[src/sv/assert_macros.svh]
// Assertion macros for the RTL of this block.
`ifndef ASSERT_MACROS_SVH
`define ASSERT_MACROS_SVH
`ifndef SYNTHESIS
`define ASSERT_PROP(lbl, clk, rstn, prop, msg) \
  lbl: assert property (@(posedge clk) disable iff (!rstn) prop) else $error(msg);
`define ASSERT_NEXT(lbl, clk, rstn, pre, post, msg) \
  lbl: assert property (@(posedge clk) disable iff (!rstn) (pre) |=> (post)) else $error(msg);
`else
`define ASSERT_PROP(lbl, clk, rstn, prop, msg)
`define ASSERT_NEXT(lbl, clk, rstn, pre, post, msg)
`endif
`endif

[src/sv/hmv_pkg.sv]
// Types and constants of the histogram mean and variance block.
package hmv_pkg;

  localparam int unsigned MaxBinsDef = 1024;
  localparam int unsigned AccW       = 160;

  localparam logic [1:0] RegRangeLow  = 2'd0;
  localparam logic [1:0] RegRangeHigh = 2'd1;
  localparam logic [1:0] RegBinsInUse = 2'd2;

  typedef struct packed {
    logic [23:0] bin_count;
    logic        last_bin;
  } hmv_in_t;

  typedef struct packed {
    logic [33:0]        total_count;
    logic signed [31:0] mean_value;
    logic [47:0]        variance_value;
    logic               histogram_empty;
  } hmv_out_t;

endpackage

[src/sv/histogram_mean_variance.sv]
// Histogram mean and variance: bin accumulation and shift-add/subtract sequencer.
// A bin is taken only in idle, then passes two multiply states and an accumulate state.
// After the last bin, a shared shift-add unit (skipped for an empty histogram) does each
// result multiply one multiplier bit a cycle and both restoring divisions at one quotient
// bit a cycle over 160 bits. The receiver cannot stall. Reset (rst_ni low, asynchronous)
// clears the sums and bin index and sets the range and bin registers to their defaults.
`include "assert_macros.svh"
module histogram_mean_variance #(
  parameter int unsigned MAX_BINS = hmv_pkg::MaxBinsDef
) (
  input  logic               clk_i,
  input  logic               rst_ni,
  input  logic               start,
  output logic               busy,
  input  hmv_pkg::hmv_in_t   bin_i,
  output logic               result_valid_o,
  output hmv_pkg::hmv_out_t  res_o,
  input  logic               psel,
  input  logic               penable,
  input  logic               pwrite,
  input  logic [3:0]         paddr,
  input  logic [31:0]        pwdata,
  output logic [31:0]        prdata,
  output logic               pready
);
  import hmv_pkg::*;

  localparam int unsigned W = AccW;

  localparam logic [3:0] StIdle  = 4'd0;
  localparam logic [3:0] StBinM1 = 4'd1;
  localparam logic [3:0] StBinM2 = 4'd2;
  localparam logic [3:0] StBinAc = 4'd3;
  localparam logic [3:0] StSetup = 4'd4;
  localparam logic [3:0] StMul   = 4'd5;
  localparam logic [3:0] StDiv   = 4'd6;

  localparam logic [4:0] SpDenM   = 5'd0;
  localparam logic [4:0] SpLow    = 5'd1;
  localparam logic [4:0] SpDiff   = 5'd2;
  localparam logic [4:0] SpNeg    = 5'd3;
  localparam logic [4:0] SpHalfM  = 5'd4;
  localparam logic [4:0] SpDivM   = 5'd5;
  localparam logic [4:0] SpMean   = 5'd6;
  localparam logic [4:0] SpS0S2   = 5'd7;
  localparam logic [4:0] SpS1S1   = 5'd8;
  localparam logic [4:0] SpX12    = 5'd9;
  localparam logic [4:0] SpS0S0   = 5'd10;
  localparam logic [4:0] SpDsq    = 5'd11;
  localparam logic [4:0] SpSq     = 5'd12;
  localparam logic [4:0] SpNb1    = 5'd13;
  localparam logic [4:0] SpNb2    = 5'd14;
  localparam logic [4:0] SpX3     = 5'd15;
  localparam logic [4:0] SpHalfV  = 5'd16;
  localparam logic [4:0] SpDivV   = 5'd17;
  localparam logic [4:0] SpOut    = 5'd18;

  logic [3:0]  state_q;
  logic [4:0]  step_q;
  logic [31:0] low_q, high_q;
  logic [10:0] bins_q;
  logic [10:0] idx_q;
  logic [33:0] s0_q;
  logic [43:0] s1_q;
  logic [53:0] s2_q;
  logic [23:0] c_q;
  logic        last_q;
  logic [34:0] p1_q;
  logic [45:0] p2_q;
  logic [W-1:0] acc_q, ma_q, dreg_q, nreg_q, rem_q;
  logic [63:0] mb_q, dsq_q;
  logic        sub_q, neg_q, ovf_q;
  logic [47:0] q_q;
  logic [7:0]  cnt_q;
  logic [31:0] mean_q;
  logic        done_q;
  hmv_out_t    res_q;

  logic        cfg_wr;
  logic [10:0] nb;
  logic signed [32:0] dval;
  logic [32:0] dmag;
  logic [45:0] ew;
  logic [34:0] mop;
  logic [45:0] bin_prod;
  logic [W-1:0] add_a, add_b;
  logic        add_sub;
  logic [W:0]  add_sum;
  logic        mean_sat;
  logic [31:0] mean_mag, mean_res;

  assign pready = 1'b1;
  assign cfg_wr = psel && penable && pwrite && pready;
  assign busy = (state_q != StIdle);
  assign result_valid_o = done_q;
  assign res_o = res_q;

  always_comb begin
    case (paddr[3:2])
      RegRangeLow:  prdata = low_q;
      RegRangeHigh: prdata = high_q;
      RegBinsInUse: prdata = {21'd0, bins_q};
      default:      prdata = 32'd0;
    endcase
  end

  always_comb begin
    if (bins_q == 11'd0) begin
      nb = 11'd1;
    end else if (bins_q > 11'(MAX_BINS)) begin
      nb = 11'(MAX_BINS);
    end else begin
      nb = bins_q;
    end
  end

  assign dval = {high_q[31], high_q} - {low_q[31], low_q};
  assign dmag = dval[32] ? 33'(-dval) : 33'(dval);
  assign ew   = {1'b0, s1_q, 1'b0} + {12'd0, s0_q};

  // one small multiplier serves both per-bin products
  assign mop      = (state_q == StBinM1) ? {11'd0, c_q} : p1_q;
  assign bin_prod = {35'd0, idx_q} * {11'd0, mop};

  // shared add/subtract: multiply steps and restoring division steps
  always_comb begin
    if (state_q == StDiv) begin
      add_a   = {rem_q[W-2:0], acc_q[W-1]};
      add_b   = dreg_q;
      add_sub = 1'b1;
    end else begin
      add_a   = acc_q;
      add_b   = ma_q;
      add_sub = sub_q;
    end
    add_sum = {1'b0, add_a} + {1'b0, add_b ^ {W{add_sub}}} + {{W{1'b0}}, add_sub};
  end

  always_comb begin
    if (neg_q) begin
      mean_sat = ovf_q || (q_q > 48'h0000_8000_0000);
      mean_mag = mean_sat ? 32'h8000_0000 : q_q[31:0];
      mean_res = 32'd0 - mean_mag;
    end else begin
      mean_sat = ovf_q || (q_q > 48'h0000_7FFF_FFFF);
      mean_mag = q_q[31:0];
      mean_res = mean_sat ? 32'h7FFF_FFFF : q_q[31:0];
    end
  end

  always_ff @(posedge clk_i or negedge rst_ni) begin
    if (!rst_ni) begin
      low_q  <= 32'd0;
      high_q <= 32'd65536;
      bins_q <= 11'd64;
    end else if (cfg_wr) begin
      case (paddr[3:2])
        RegRangeLow:  low_q  <= pwdata;
        RegRangeHigh: high_q <= pwdata;
        RegBinsInUse: bins_q <= pwdata[10:0];
        default: ;
      endcase
    end
  end

  always_ff @(posedge clk_i or negedge rst_ni) begin
    if (!rst_ni) begin
      state_q <= StIdle;
      step_q  <= SpDenM;
      done_q  <= 1'b0;
      idx_q   <= 11'd0;
      s0_q    <= 34'd0;
      s1_q    <= 44'd0;
      s2_q    <= 54'd0;
    end else begin
      done_q <= 1'b0;
      case (state_q)
        StIdle: begin
          if (start) begin
            c_q     <= bin_i.bin_count;
            last_q  <= bin_i.last_bin;
            state_q <= StBinM1;
          end
        end
        StBinM1: begin
          p1_q    <= bin_prod[34:0];
          state_q <= StBinM2;
        end
        StBinM2: begin
          p2_q    <= bin_prod;
          state_q <= StBinAc;
        end
        StBinAc: begin
          if (idx_q < nb) begin
            s0_q <= s0_q + {10'd0, c_q};
            s1_q <= s1_q + {9'd0, p1_q};
            s2_q <= s2_q + {8'd0, p2_q};
          end
          if (idx_q != 11'h7FF) begin
            idx_q <= idx_q + 11'd1;
          end
          step_q  <= SpDenM;
          state_q <= last_q ? StSetup : StIdle;
        end
        StMul: begin
          if (mb_q == 64'd0) begin
            step_q  <= step_q + 5'd1;
            state_q <= StSetup;
          end else begin
            if (mb_q[0]) begin
              acc_q <= add_sum[W-1:0];
            end
            ma_q <= {ma_q[W-2:0], 1'b0};
            mb_q <= {1'b0, mb_q[63:1]};
          end
        end
        StDiv: begin
          if (add_sum[W]) begin
            rem_q <= add_sum[W-1:0];
          end else begin
            rem_q <= add_a;
          end
          acc_q <= {acc_q[W-2:0], 1'b0};
          q_q   <= {q_q[46:0], add_sum[W]};
          ovf_q <= ovf_q | q_q[47];
          if (cnt_q == 8'd0) begin
            step_q  <= step_q + 5'd1;
            state_q <= StSetup;
          end else begin
            cnt_q <= cnt_q - 8'd1;
          end
        end
        StSetup: begin
          state_q <= StMul;
          case (step_q)
            SpDenM: begin
              if (s0_q == 34'd0) begin
                res_q.total_count     <= 34'd0;
                res_q.mean_value      <= 32'sd0;
                res_q.variance_value  <= 48'd0;
                res_q.histogram_empty <= 1'b1;
                done_q  <= 1'b1;
                idx_q   <= 11'd0;
                state_q <= StIdle;
              end else begin
                ma_q  <= W'(s0_q);
                mb_q  <= 64'(nb);
                acc_q <= '0;
                sub_q <= 1'b0;
              end
            end
            SpLow: begin
              dreg_q <= {acc_q[W-2:0], 1'b0};
              ma_q   <= {{(W-32){low_q[31]}}, low_q};
              mb_q   <= {acc_q[62:0], 1'b0};
              acc_q  <= '0;
            end
            SpDiff: begin
              ma_q <= {{(W-33){dval[32]}}, dval};
              mb_q <= 64'(ew);
            end
            SpNeg: begin
              // take the magnitude of the mean numerator
              neg_q <= acc_q[W-1];
              if (acc_q[W-1]) begin
                ma_q  <= acc_q;
                acc_q <= '0;
                mb_q  <= 64'd1;
                sub_q <= 1'b1;
              end else begin
                mb_q <= 64'd0;
              end
            end
            SpHalfM: begin
              ma_q  <= {1'b0, dreg_q[W-1:1]};
              mb_q  <= 64'd1;
              sub_q <= 1'b0;
            end
            SpDivM, SpDivV: begin
              rem_q   <= '0;
              q_q     <= 48'd0;
              ovf_q   <= 1'b0;
              cnt_q   <= 8'(W - 1);
              state_q <= StDiv;
            end
            SpMean: begin
              mean_q <= mean_res;
              ma_q   <= W'(dmag);
              mb_q   <= 64'(dmag);
              acc_q  <= '0;
              sub_q  <= 1'b0;
            end
            SpS0S2: begin
              dsq_q <= acc_q[63:0];
              ma_q  <= W'(s0_q);
              mb_q  <= 64'(s2_q);
              acc_q <= '0;
            end
            SpS1S1: begin
              ma_q  <= W'(s1_q);
              mb_q  <= 64'(s1_q);
              sub_q <= 1'b1;
            end
            SpX12: begin
              ma_q  <= acc_q;
              mb_q  <= 64'd12;
              acc_q <= '0;
              sub_q <= 1'b0;
            end
            SpS0S0: begin
              ma_q <= W'(s0_q);
              mb_q <= 64'(s0_q);
            end
            SpDsq: begin
              ma_q  <= acc_q;
              mb_q  <= dsq_q;
              acc_q <= '0;
            end
            SpSq: begin
              nreg_q <= acc_q;
              ma_q   <= W'(s0_q);
              mb_q   <= 64'(s0_q);
              acc_q  <= '0;
            end
            SpNb1, SpNb2: begin
              ma_q  <= acc_q;
              mb_q  <= 64'(nb);
              acc_q <= '0;
            end
            SpX3: begin
              ma_q  <= acc_q;
              mb_q  <= 64'd3;
              acc_q <= '0;
            end
            SpHalfV: begin
              // divisor is 3*B^2*S0^2 scaled by 2^18; add half of it for rounding
              dreg_q <= {acc_q[W-19:0], 18'd0};
              ma_q   <= {acc_q[W-18:0], 17'd0};
              acc_q  <= nreg_q;
              mb_q   <= 64'd1;
            end
            SpOut: begin
              res_q.total_count     <= s0_q;
              res_q.mean_value      <= mean_q;
              res_q.variance_value  <= ovf_q ? {48{1'b1}} : q_q;
              res_q.histogram_empty <= 1'b0;
              done_q  <= 1'b1;
              idx_q   <= 11'd0;
              s0_q    <= 34'd0;
              s1_q    <= 44'd0;
              s2_q    <= 54'd0;
              state_q <= StIdle;
            end
            default: state_q <= StIdle;
          endcase
        end
        default: state_q <= StIdle;
      endcase
    end
  end

  `ASSERT_NEXT(a_start_busy, clk_i, rst_ni, start && !busy, busy,
               "accepted bin did not raise busy")
  `ASSERT_NEXT(a_strobe_one, clk_i, rst_ni, result_valid_o, !result_valid_o,
               "result strobe held")
  `ASSERT_PROP(a_empty_zero, clk_i, rst_ni,
               (result_valid_o && res_o.histogram_empty) |->
               (res_o.mean_value == 32'sd0 && res_o.variance_value == 48'd0 &&
                res_o.total_count == 34'd0),
               "empty result not zero")
  `ASSERT_PROP(a_done_idle, clk_i, rst_ni, result_valid_o |-> !busy, "result while busy")

endmodule
[config.mk]
export PLATFORM = sky130hd
export DESIGN_NAME = histogram_mean_variance
export DESIGN_NICKNAME = d
export VERILOG_FILES = /design/src/sv/hmv_pkg.sv /design/src/sv/histogram_mean_variance.sv
export VERILOG_INCLUDE_DIRS = /design/src /design/src/sv
export SDC_FILE = /design/constraint.sdc
export NUM_CORES = 2
export LEC_CHECK = 0
export BUFFER_PORTS_ARGS = -buffer_cell sky130_fd_sc_hd__buf_2
export CORE_AREA = 3 3 437 439
export CTS_BUF_LIST = sky130_fd_sc_hd__clkbuf_8
export DETAILED_ROUTE_END_ITERATION = 10
export DIE_AREA = 0 0 440 442
export GPL_ROUTABILITY_DRIVEN = 1
export PLACE_DENSITY_LB_ADDON = 0.2
export SYNTH_ARGS = -nofsm -noshare
export SYNTH_HDL_FRONTEND = slang
export SYNTH_SLANG_ARGS = --single-unit
[constraint.sdc]
create_clock -name clk_i -period 26.3 [get_ports clk_i]
set_clock_uncertainty 0.05 [all_clocks]
set_input_delay 1.315 -clock clk_i [delete_from_list [all_inputs] [get_ports clk_i]]
set_output_delay 1.315 -clock clk_i [all_outputs]
set_load 0.005 [all_outputs]
==> run metrics <==
WS Path Type=reg2reg; Inserted Clock Buffers=285; post-CTS setup buffers=0; grt total ovfl=0; Synth cell types=100; Comb pwr share=0.599; CP startpoint kind=register; maximum vdd drop=0.154 mV; Lkg Pwr=between 0.04 and 0.05 uW; initial antenna violation count=12; post-cts sizing count=0; crit path capture type=register; number of fill cells=16,500; fin nets=11,800; post-synthesis sequential area ratio=0.417; unrepaired setup endpoints after global routing=false; slowest CP cell=or2_2; area grow syn2layout=7.72%; share of layout cells above drive strength 1=0.0808; placed instance count=about 13,000; period utilisation layout=0.349; WL met2=around 160,000 um; DRT Pass-1 Iters=10; # IOs=217; Final Hold Vio Count=0; Core Area=0.188 mm2; hold_buf cts=0; Pint=7670 uW; Placement Setup Slack=17.23 ns; Synth async-reset ratio=0.155; commonest non-fill, non-tap cell in the layout=nand2_1; Final WS setup=around 17 ns; met3 routed WL=37,000 um; GPL Wtd Cong=1.03; Vias/cell=6.49; setup TNS=0 ns; Sinks on Clock Net=around 1,500; die area=0.194 mm2; Worst Hold Class=in2async; CP max stage delay=approximately 0.65 ns; drt first-iter violations=between 10,000 and 15,000; cell area after synthesis=0.103 mm2; CTS root buf=clkbuf_8; Worst path top cell family by delay=adder cells; Hold WS=about 0.17 ns; fin cells=13,700; DRC viols=0; Avg WL per Cell=between 20 and 30 um; Peak Freq=roughly 110 MHz; WP buf/inv=6; Flop pwr share=0.259; count of buffers from port buffering=213; largest net degree at the start of global routing=207; most used flip-flop cell after synthesis=edfxtp_1; vias in the first global route=85,900; total number of vias=89,100; Critical Path RT=26.99 ns; max layer used=met5; P_sw=roughly 7400 uW; min Tclk post-route=a little over 9 ns; antenna-violating nets left=0; most frequent cells in the layout=2,028 x nand2_1, 1,238 x edfxtp_1, 941 x nor2_1; Synthesis Warnings=0; DPL Wire Length=257,000 um; setup violators final=0; max-slew violation count=0; Chip Width=440 um; Mapped Nets=around 12,000; synthesized flop and latch total=1,465; Post-synth EDFFs=roughly 1,200; Slew @ Worst Pin=1.18 ns; Initial Util=0.548; CP max FO=54; Synth Area per Inst=9.24 um2; Clock transition at path regs=0.06 ns; Worst-Skew Late Latency=1.07 ns; pwr dens=~140 mW/mm2; TritonCTS clock tree=yes; synth top area cells=edfxtp_1 36%, nand2_1 7.4%, fa_1 5.9%; Total Routing Usage GR=0.370; status=finished clean; Die Y=about 440 um; Clock H-tree levels=5; Slew HR=0.206; most used cell, CP=fa_1; Arr. time, crit path=9.88 ns; Max Cap Viol=0; WL met1=149,000 um; switching fraction of total power=0.492; Yosys top cell by area=edfxtp_1; CTS Buffer Depth=4; Synth Instances=11,100; # rows=159; first-pass GRT wire length=548,000 um; wirelength, routed=between 300,000 and 400,000 um; Synth top area share=0.362; clock share of power=0.142
## final timing paths
| kind | slack [ns] | endpoint | depth (start not counted) | from |
|---|---|---|---|---|
| worst min register to register | 0.47 | res_o[68] | 1 | mean_q[19] |
| worst max-delay path | 17.12 | p2_q[45] | 27 | state_q[0] |
| worst max register to register | 17.12 | p2_q[45] | 27 | state_q[0] |
| worst min-delay path | 0.17 | s1_q[38] | 1 | rst_ni |
| max in group asynchronous | 23.91 | low_q[26] | 3 | rst_ni |
| min in group clk_i | 0.39 | c_q[21] | 1 | bin_i[22] |
## worst reg2reg max path, delay by kind of cell (launching register included)
family	cells	cell delay [ns]
buffers and inverters	6	1.07
flip-flops	1	0.59
adder cells (fa/ha/maj)	6	2.98
AO/OA/AOI/OAI	8	2.16
multiplexers	1	0.55
AND/OR/NAND/NOR	6	1.52
## cells in the mapped netlist (15+ instances only)
cell type / count
nand2_1: 2029
clkbuf_1: 666
a31oi_1: 173
and3_1: 95
nand4_1: 154
nand3_1: 206
or2_2: 18
o311ai_0: 16
mux2i_1: 182
dfrtp_1: 225
o21ai_0: 677
nor3_1: 105
buf_1: 41
inv_1: 488
a21oi_1: 688
a41oi_1: 18
a222oi_1: 173
edfxtp_1: 1238
a21o_1: 225
and2_1: 281
a22oi_1: 73
o21bai_1: 76
nor2b_1: 54
ha_1: 433
buf_2: 20
or3_1: 41
fa_1: 302
nor2_1: 949
a221oi_1: 59
a21boi_0: 24
mux2_2: 99
or4_1: 15
a211oi_1: 82
o211ai_1: 86
o21a_1: 115
nor4_1: 49
xor2_1: 294
xnor2_1: 267
o22ai_1: 26
nand2b_1: 48
and4_1: 15
o31ai_1: 45
## power groups by stage
stage          logic [uW]  registers [uW]  clock network, uW
2_1_floorplan        6340            3620                  0
3_3_place_gp         8650            3920                  0
3_5_place_dp         8800            3930                  0
4_1_cts              8870            3880               2170
5_1_grt              9880            3910               2280
6_report             9040            3900               2140
## layer usage
| layer | vias up | track usage |
|---|---|---|
| met4 | 6 | 0.187 |
| met1 | 43400 | 0.514 |
| met2 | 5210 | 0.555 |
| met5 | - | 0 |
| li1 | 39600 | - |
| met3 | 867 | 0.0691 |
## stage by stage
step	total power (uW)	util	instance area (um2)
final	15100	0.590	111000
after global routing	16100	0.590	111000
after CTS	14900	0.590	111000
after detailed placement	12700	0.563	106000
after global placement	12600	0.563	106000
after floorplan	9960	-	103000
## logic make-up (layout without fill, tap and decap cells)
kind of cell,count (synthesis),count (layout),share of synthesized area
adders and majority gates,735,735,0.112
and+or+nand+nor,4107,4107,0.175
other,1,10,0.0000365
muxes,283,283,0.0288
xor gates and xnor gates,561,561,0.0478
AOI/OAI and AO/OA,2741,2741,0.174
DFF,1465,1465,0.417
buffers and inverters,1229,1339,0.0456
## state kept, by name (all words and copies together), names as in the netlist, 48 cells and up
name and count:
q_q 48, res_o 115, dsq_q 64, ma_q 160
mb_q 64, rem_q 159, s2_q 54, acc_q 160
nreg_q 160, dreg_q 159
## area by class of cell
type / count / area (um2) / area share
well taps: 2495 / 3120 / 0.0282
flip-flops and latches: 1465 / 42900 / 0.387
clock buffers: 303 / 4170 / 0.0377
diodes: 9 / 22.5 / 0.000204
inverters: 489 / 1840 / 0.0166
multi-input cells: 8428 / 55400 / 0.501
clock inverters: 185 / 912 / 0.00824
repair buffers: 362 / 2330 / 0.0211
(Power assumes the default switching activity.)
